**config.mk**
```make
export PLATFORM = sky130hd
export DESIGN_NAME = pcx_rle_encoder_core
export DESIGN_NICKNAME = d
export VERILOG_FILES = /design/src/rtl/core/prle_pkg.sv /design/src/rtl/core/pcx_rle_encoder_core.sv /design/src/rtl/core/prle_front.sv /design/src/rtl/core/prle_fifo.sv /design/src/rtl/core/prle_back.sv
export SDC_FILE = /design/constraint.sdc
export NUM_CORES = 1
export LEC_CHECK = 0
export BUFFER_PORTS_ARGS = -buffer_cell sky130_fd_sc_hd__buf_2
export CAP_MARGIN = 15
export CORE_ASPECT_RATIO = 0.5
export CORE_MARGIN = 2
export CORE_UTILIZATION = 39
export DETAILED_ROUTE_END_ITERATION = 10
export GPL_TIMING_DRIVEN = 0
export PLACE_DENSITY = 0.62
export SYNTH_ARGS = -nofsm -noshare
export SYNTH_HDL_FRONTEND = slang
export SYNTH_SLANG_ARGS = --single-unit
```
**constraint.sdc**
```tcl
create_clock -name clk -period 8.1 [get_ports clk]
set_clock_uncertainty 0.15 [all_clocks]
set_input_delay 1.215 -clock clk [delete_from_list [all_inputs] [get_ports clk]]
set_output_delay 1.215 -clock clk [all_outputs]
set_load 0.03 [all_outputs]
```
**src/rtl/core/prle_pkg.sv**
```systemverilog
`timescale 1ns / 1ps

package prle_pkg;

  localparam int PIXEL_W    = 8;
  localparam int BYTE_W     = 8;
  localparam int LEN_W      = 6;
  localparam int POS_W      = 16;
  localparam int MAX_RUN_DEF    = 63;
  localparam int FIFO_DEPTH_DEF = 4;

  localparam logic [POS_W-1:0]  LINE_WIDTH_RST = 16'd320;
  localparam logic [BYTE_W-1:0] COUNT_BASE     = 8'd192;

  // one or two closed runs produced by a single pixel
  typedef struct packed {
    logic               a_valid;
    logic [PIXEL_W-1:0] a_value;
    logic [LEN_W-1:0]   a_len;
    logic               b_valid;
    logic [PIXEL_W-1:0] b_value;
    logic [LEN_W-1:0]   b_len;
  } prle_cmd_t;

endpackage

```
**src/rtl/core/pcx_rle_encoder_core.sv**
```systemverilog
`timescale 1ns / 1ps

// PCX-style run-length encoder for 8-bit palette pixels. Pixels come in raster
// order on the s_ stream, one per transaction, with s_tlast marking the last
// pixel of the image. A run closes when the pixel value changes, when it
// reaches MAX_RUN pixels, at the end of each line (line_width pixels, reset
// 320, written through cfg_we/cfg_wdata, which the user must do only while the
// block is idle; the block does not enforce this) or at the end of the image. A
// closed run of length 1 with a value below 192 is sent as that one byte; any
// other run is sent as a count byte (192 plus length) followed by the value.
// Each pixel yields 0 to 4 bytes on the m_ stream, with m_tlast set on the final
// byte belonging to that pixel (a pixel that produces no byte produces no
// m_tlast). The front end takes one pixel per clock as long as its 4-entry run
// queue has room; the back end drains the queue at one byte per clock while
// m_tready is high, through a registered output. So the sustained rate on busy
// images is set by the output port at one byte per cycle. The first byte of a
// pixel passes through the run queue and then the output register. Reset clears
// run state and the line position.
module pcx_rle_encoder_core #(
  parameter int MAX_RUN    = prle_pkg::MAX_RUN_DEF,
  parameter int FIFO_DEPTH = prle_pkg::FIFO_DEPTH_DEF
) (
  input  logic                          clk,
  input  logic                          rst,
  // line width register
  input  logic                          cfg_we,
  input  logic [prle_pkg::POS_W-1:0]    cfg_wdata,
  // pixel stream
  input  logic                          s_tvalid,
  output logic                          s_tready,
  input  logic [7:0]                    s_tdata,   // [7:0] pixel
  input  logic                          s_tlast,   // end_of_image
  // encoded byte stream
  output logic                          m_tvalid,
  input  logic                          m_tready,
  output logic [7:0]                    m_tdata,   // [7:0] code_byte
  output logic                          m_tlast    // last byte for this pixel
);
  import prle_pkg::*;

  prle_cmd_t q_wr_cmd;
  prle_cmd_t q_rd_cmd;
  logic      q_push;
  logic      q_pop;
  logic      q_full;
  logic      q_empty;

  // front end: run tracking and line counting
  prle_front #(
    .MAX_RUN   (MAX_RUN)
  ) u_front (
    .clk       (clk),
    .rst       (rst),
    .cfg_we    (cfg_we),
    .cfg_wdata (cfg_wdata),
    .in_valid  (s_tvalid),
    .in_ready  (s_tready),
    .in_pixel  (s_tdata),
    .in_eoi    (s_tlast),
    .q_full    (q_full),
    .q_push    (q_push),
    .q_cmd     (q_wr_cmd)
  );

  // closed runs waiting to be serialized
  prle_fifo #(
    .DEPTH     (FIFO_DEPTH)
  ) u_fifo (
    .clk       (clk),
    .rst       (rst),
    .push      (q_push),
    .wr_cmd    (q_wr_cmd),
    .pop       (q_pop),
    .rd_cmd    (q_rd_cmd),
    .full      (q_full),
    .empty     (q_empty)
  );

  // back end: one byte per transaction
  prle_back u_back (
    .clk        (clk),
    .rst        (rst),
    .head       (q_rd_cmd),
    .head_valid (!q_empty),
    .pop        (q_pop),
    .out_valid  (m_tvalid),
    .out_ready  (m_tready),
    .out_byte   (m_tdata),
    .out_last   (m_tlast)
  );

endmodule

```
**src/rtl/core/prle_front.sv**
```systemverilog
`timescale 1ns / 1ps

module prle_front #(
  parameter int MAX_RUN = prle_pkg::MAX_RUN_DEF
) (
  input  logic                            clk,
  input  logic                            rst,
  input  logic                            cfg_we,
  input  logic [prle_pkg::POS_W-1:0]      cfg_wdata,
  input  logic                            in_valid,
  output logic                            in_ready,
  input  logic [prle_pkg::PIXEL_W-1:0]    in_pixel,
  input  logic                            in_eoi,
  input  logic                            q_full,
  output logic                            q_push,
  output prle_pkg::prle_cmd_t             q_cmd
);
  import prle_pkg::*;

  logic [POS_W-1:0]   line_width;
  logic               run_open;
  logic [PIXEL_W-1:0] run_value;
  logic [LEN_W-1:0]   run_length;
  logic [POS_W-1:0]   line_position;

  logic               accept;
  logic               cont;
  logic               flush_prev;
  logic [PIXEL_W-1:0] new_value;
  logic [LEN_W-1:0]   new_len;
  logic [POS_W:0]     pos_inc;
  logic               line_end;
  logic               close_now;

  assign in_ready = !q_full;
  assign accept   = in_valid && in_ready;

  always_comb begin
    cont       = run_open && (in_pixel == run_value);
    flush_prev = run_open && !cont;
    new_value  = cont ? run_value : in_pixel;
    new_len    = cont ? LEN_W'(run_length + 1'b1) : LEN_W'(1);
    pos_inc    = {1'b0, line_position} + 1'b1;
    line_end   = pos_inc >= {1'b0, line_width};
    close_now  = line_end || (new_len >= LEN_W'(MAX_RUN)) || in_eoi;

    q_cmd.a_valid = flush_prev;
    q_cmd.a_value = run_value;
    q_cmd.a_len   = run_length;
    q_cmd.b_valid = close_now;
    q_cmd.b_value = new_value;
    q_cmd.b_len   = new_len;
    q_push        = accept && (flush_prev || close_now);
  end

  always_ff @(posedge clk) begin
    if (rst) begin
      line_width <= LINE_WIDTH_RST;
    end else if (cfg_we) begin
      line_width <= cfg_wdata;
    end
  end

  always_ff @(posedge clk) begin
    if (rst) begin
      run_open      <= 1'b0;
      run_value     <= '0;
      run_length    <= '0;
      line_position <= '0;
    end else if (accept) begin
      run_open      <= !close_now;
      run_value     <= new_value;
      run_length    <= close_now ? '0 : new_len;
      line_position <= (line_end || in_eoi) ? '0 : pos_inc[POS_W-1:0];
    end
  end

  // end of image flushes the run and restarts the line
  a_eoi_flush: assert property (@(posedge clk) disable iff (rst)
    (accept && in_eoi) |=> (!run_open && line_position == '0))
    else $error("run not flushed at end of image");

  // an open run never reaches the maximum length
  a_run_short: assert property (@(posedge clk) disable iff (rst)
    run_open |-> (run_length < LEN_W'(MAX_RUN) && run_length != '0))
    else $error("open run length out of range");

endmodule

```
**src/rtl/core/prle_fifo.sv**
```systemverilog
`timescale 1ns / 1ps

module prle_fifo #(
  parameter int DEPTH = prle_pkg::FIFO_DEPTH_DEF
) (
  input  logic                clk,
  input  logic                rst,
  input  logic                push,
  input  prle_pkg::prle_cmd_t wr_cmd,
  input  logic                pop,
  output prle_pkg::prle_cmd_t rd_cmd,
  output logic                full,
  output logic                empty
);
  import prle_pkg::*;

  localparam int PTR_W = (DEPTH > 1) ? $clog2(DEPTH) : 1;
  localparam int CNT_W = $clog2(DEPTH + 1);

  prle_cmd_t        mem [DEPTH];
  logic [PTR_W-1:0] wr_ptr;
  logic [PTR_W-1:0] rd_ptr;
  logic [CNT_W-1:0] count;

  assign full   = count == CNT_W'(DEPTH);
  assign empty  = count == '0;
  assign rd_cmd = mem[rd_ptr];

  always_ff @(posedge clk) begin
    if (push) begin
      mem[wr_ptr] <= wr_cmd;
    end
  end

  always_ff @(posedge clk) begin
    if (rst) begin
      wr_ptr <= '0;
      rd_ptr <= '0;
      count  <= '0;
    end else begin
      if (push) begin
        wr_ptr <= (wr_ptr == PTR_W'(DEPTH - 1)) ? '0 : PTR_W'(wr_ptr + 1'b1);
      end
      if (pop) begin
        rd_ptr <= (rd_ptr == PTR_W'(DEPTH - 1)) ? '0 : PTR_W'(rd_ptr + 1'b1);
      end
      if (push && !pop) begin
        count <= CNT_W'(count + 1'b1);
      end else if (pop && !push) begin
        count <= CNT_W'(count - 1'b1);
      end
    end
  end

  a_no_overflow: assert property (@(posedge clk) disable iff (rst)
    push |-> !full)
    else $error("push into full queue");

  a_no_underflow: assert property (@(posedge clk) disable iff (rst)
    pop |-> !empty)
    else $error("pop from empty queue");

endmodule

```
**src/rtl/core/prle_back.sv**
```systemverilog
`timescale 1ns / 1ps

module prle_back (
  input  logic                          clk,
  input  logic                          rst,
  input  prle_pkg::prle_cmd_t           head,
  input  logic                          head_valid,
  output logic                          pop,
  output logic                          out_valid,
  input  logic                          out_ready,
  output logic [prle_pkg::BYTE_W-1:0]   out_byte,
  output logic                          out_last
);
  import prle_pkg::*;

  logic [1:0]        idx;
  logic [1:0]        cnt_a;
  logic [1:0]        cnt_b;
  logic [2:0]        total;
  logic [1:0]        idx_b;
  logic              lit_a;
  logic              lit_b;
  logic [BYTE_W-1:0] byte_sel;
  logic              is_last;
  logic              load;
  logic              emit;

  always_comb begin
    lit_a = (head.a_len == LEN_W'(1)) && (head.a_value < COUNT_BASE);
    lit_b = (head.b_len == LEN_W'(1)) && (head.b_value < COUNT_BASE);
    cnt_a = !head.a_valid ? 2'd0 : (lit_a ? 2'd1 : 2'd2);
    cnt_b = !head.b_valid ? 2'd0 : (lit_b ? 2'd1 : 2'd2);
    total = {1'b0, cnt_a} + {1'b0, cnt_b};
    idx_b = idx - cnt_a;

    // count byte first unless literal, then the value
    if (idx < cnt_a) begin
      byte_sel = (!lit_a && idx == 2'd0) ? COUNT_BASE + BYTE_W'(head.a_len) : head.a_value;
    end else begin
      byte_sel = (!lit_b && idx_b == 2'd0) ? COUNT_BASE + BYTE_W'(head.b_len) : head.b_value;
    end
    is_last = {1'b0, idx} == (total - 3'd1);

    load = !out_valid || out_ready;
    emit = load && head_valid;
    pop  = emit && is_last;
  end

  always_ff @(posedge clk) begin
    if (rst) begin
      out_valid <= 1'b0;
      idx       <= '0;
    end else if (emit) begin
      out_valid <= 1'b1;
      idx       <= is_last ? 2'd0 : 2'(idx + 1'b1);
    end else if (load) begin
      out_valid <= 1'b0;
    end
  end

  always_ff @(posedge clk) begin
    if (emit) begin
      out_byte <= byte_sel;
      out_last <= is_last;
    end
  end

  // every queued entry carries at least one run
  a_entry_nonempty: assert property (@(posedge clk) disable iff (rst)
    head_valid |-> (total != 3'd0 && {1'b0, idx} < total))
    else $error("queue entry without bytes");

endmodule
```
==> metrics.yaml <==
synth:
  synth_seq_area_share: 0.597
  synth_top_area_cell: "edfxtp_1"
  synth_edf_count: 129
  yosysMostFrequentCell: "edfxtp_1"
  yosysUniqueCellTypes: 55
  synthTopCellsByCount: "edfxtp_1, nand2_1, dfxtp_1"
  ys.warnings.count: 0
  yosys-top-cells-area: "edfxtp_1, dfxtp_1, mux4_2, ha_1, nand2_1"
  synth_area_sq_um: 8470
  synth_seq_cells: 188
  synth-main-ff-cell: "edfxtp_1"
  synth_nets: 709
  syn_avg_cell_area_sq_um: 13.1
  yosysTopAreaCellShare: 0.458
  postSynthCellCount: 648
  async_flop_share: 0
power_and_ir_drop:
  irDropWorstVdd_mv: 0.151
  cellPowerDensity_nw_per_um2: 273
  p_leak_nw: 3.55
  report.power.total_mw: 2.65
clocking:
  post_cts_resized: 0
  post_cts_buffers: 0
  clk_path_buf_depth: 2
  cts_made_buffers: 17
  cts_root_buf: "clkbuf_16"
  cts_tree: "yes"
  insertion_delay_ps: 450
  ctsHoldBuffers: 0
  htree_levels: 4
  path_clk_slew_ps: 80
  clkSinkCount: 188
cells_and_area:
  antenna_cells: 0
  area_growth_pct: 14.4
  nets: 766
  stdcell_count: 1018
  final_layout_size_suffix_gt1_frac: 0.169
timing:
  setup_viol: 0
  worst_pin_slew_ps: 1060
  drv_slew: 0
  fin_ws_ps: 3370
  timing.fmax_mhz: 212
  rsz0062_at_grt: "no"
  period_share: 0.583
  hold_viol_final: 0
  min_period_ps: 4730
  tns_ps: 0
  relSlewSlack: 0.286
global_routing:
  use_met1: 0.237
  gr-usage-met3: 0.0354
  antenna_found_initial: 0
  grt_max_degree: 31
  grtUsageMet2: 0.274
  overflow: 0
  gr-max-usage-layer: "met2"
  grt_pass1_wl_um: 28900
  grtUsageTotal: 0.171
  grt_pass1_vias: 5134
placement:
  dp.cells: 986
  io_buffers: 38
  hpwlAfterDp_um: 12200
  pre_cts_ws_ps: 3380
  gp_congestion: 0.808
floorplanning:
  die_h_um: 108
  core_sq_um: 21500
  ioPinCount: 41
  die_width_um: 212
  dieArea_sq_um: 23000
  core.rowCount: 38
  start_util: 0.394
detailed_routing:
  drt_first_iter_violations: 356
  drc: 0
  ant_nets: 0
  via_count: 5286
  drt-pass1-iter-count: 5
  routed_via_density: 5.19
  wl_per_cell_um: 18.1
  drt-total-wl_um: 18400
status:
  status: "finished, final reports clean"
worst_setup_path:
  arrival_ps: 4950
  cp.required_ps: 8320
  cp-end-kind: "flop"
  cp-start-kind: "flop"
  worst-path-max-fanout: 10
  critPathKind: "reg2reg"
worst_hold_path:
  min_path_type: "reg2reg"
flow_run:
  drv_cap: 0
[cells by family (layout without fill, tap and decap cells)]
kind of cell	after synthesis	in the layout	synth area share
buffers and inverters	70	140	0.0355
and+or+nand+nor	184	184	0.110
AOI/OAI and AO/OA	95	95	0.0730
xor gates and xnor gates	31	31	0.0321
adders and majority gates	31	31	0.0467
muxes	49	49	0.106
DFF	188	188	0.597
[path summary, 6_finish.rpt]
path / startpoint / cells after the start / to / slack [ps]
min reg2reg: u_back.out_valid / 2 / u_back.out_valid / 320
max reg2reg: flop / 16 / u_fifo.count[2] / 3370
max: flop / 16 / u_fifo.count[2] / 3370
min: u_back.out_valid / 2 / u_back.out_valid / 320
[per-stage QoR]
stage,utilization,cell area [sq um],hold WS (ps)
after CTS,0.451,9690,318
after global routing,0.451,9690,363
after global placement,0.420,9030,299
after detailed placement,0.421,9040,307
final,0.451,9690,318
after floorplan,-,8470,305
[per-layer routing]
metal,routed length (um),vias up,share of wire
met1,8890,2632,0.48
met3,752,18,0.041
li1,-,2531,-
met2,8580,105,0.47
met5,0,-,0
met4,221,0,0.012
[cells in the final DEF, fill, tap and decap left out, types with 21 or more instances in the layout]
cell      count
edfxtp_1    129
nand2_1      64
dfxtp_1      59
buf_2        47
a21oi_1      38
nor2_1       37
inv_1        30
ha_1         30
clkbuf_1     23
xor2_1       21
mux4_2       21
[flip-flops by register name, summed over array words and instances, names as in the netlist, named ones only]
register	flops
u_front.run_value	8
u_back.out_byte	8
u_back.out_valid	1
u_back.idx	2
u_fifo.mem	120
u_front.run_open	1
u_back.out_last	1
u_fifo.rd_ptr	2
u_front.run_length	6
u_fifo.wr_ptr	2
u_fifo.count	3
u_front.line_width	16
u_front.line_position	16
[critical path: stages, from the launching register on]
cell and delay (ps):
dfxtp_1 380, buf_1 540, clkbuf_1 640, mux4_2 430
nand2_1 120, ha_1 240, inv_1 70, ha_1 240
xor2_1 150, nor3_1 410, nand2_1 250, ha_1 280
inv_1 70, fa_1 170, xor2_1 70, or3_1 310
a21oi_1 140
[where the power goes]
part           internal, mW  total (mW)  leakage, nW  switching [mW]
clock network         0.461       0.906        0.314           0.445
registers              1.14        1.18         1.68          0.0409
logic                 0.192       0.560         1.56           0.368
[layout make-up]
class,instances,area [sq um]
buffer,40,188
sequential,188,5050
clock buffer,17,425
timing repair buffer,38,190
inverter,30,113
tap,300,375
multi-input combinational,390,3120
fill,1971,11800
clock inverter,15,223
(Power assumes the default switching activity.)
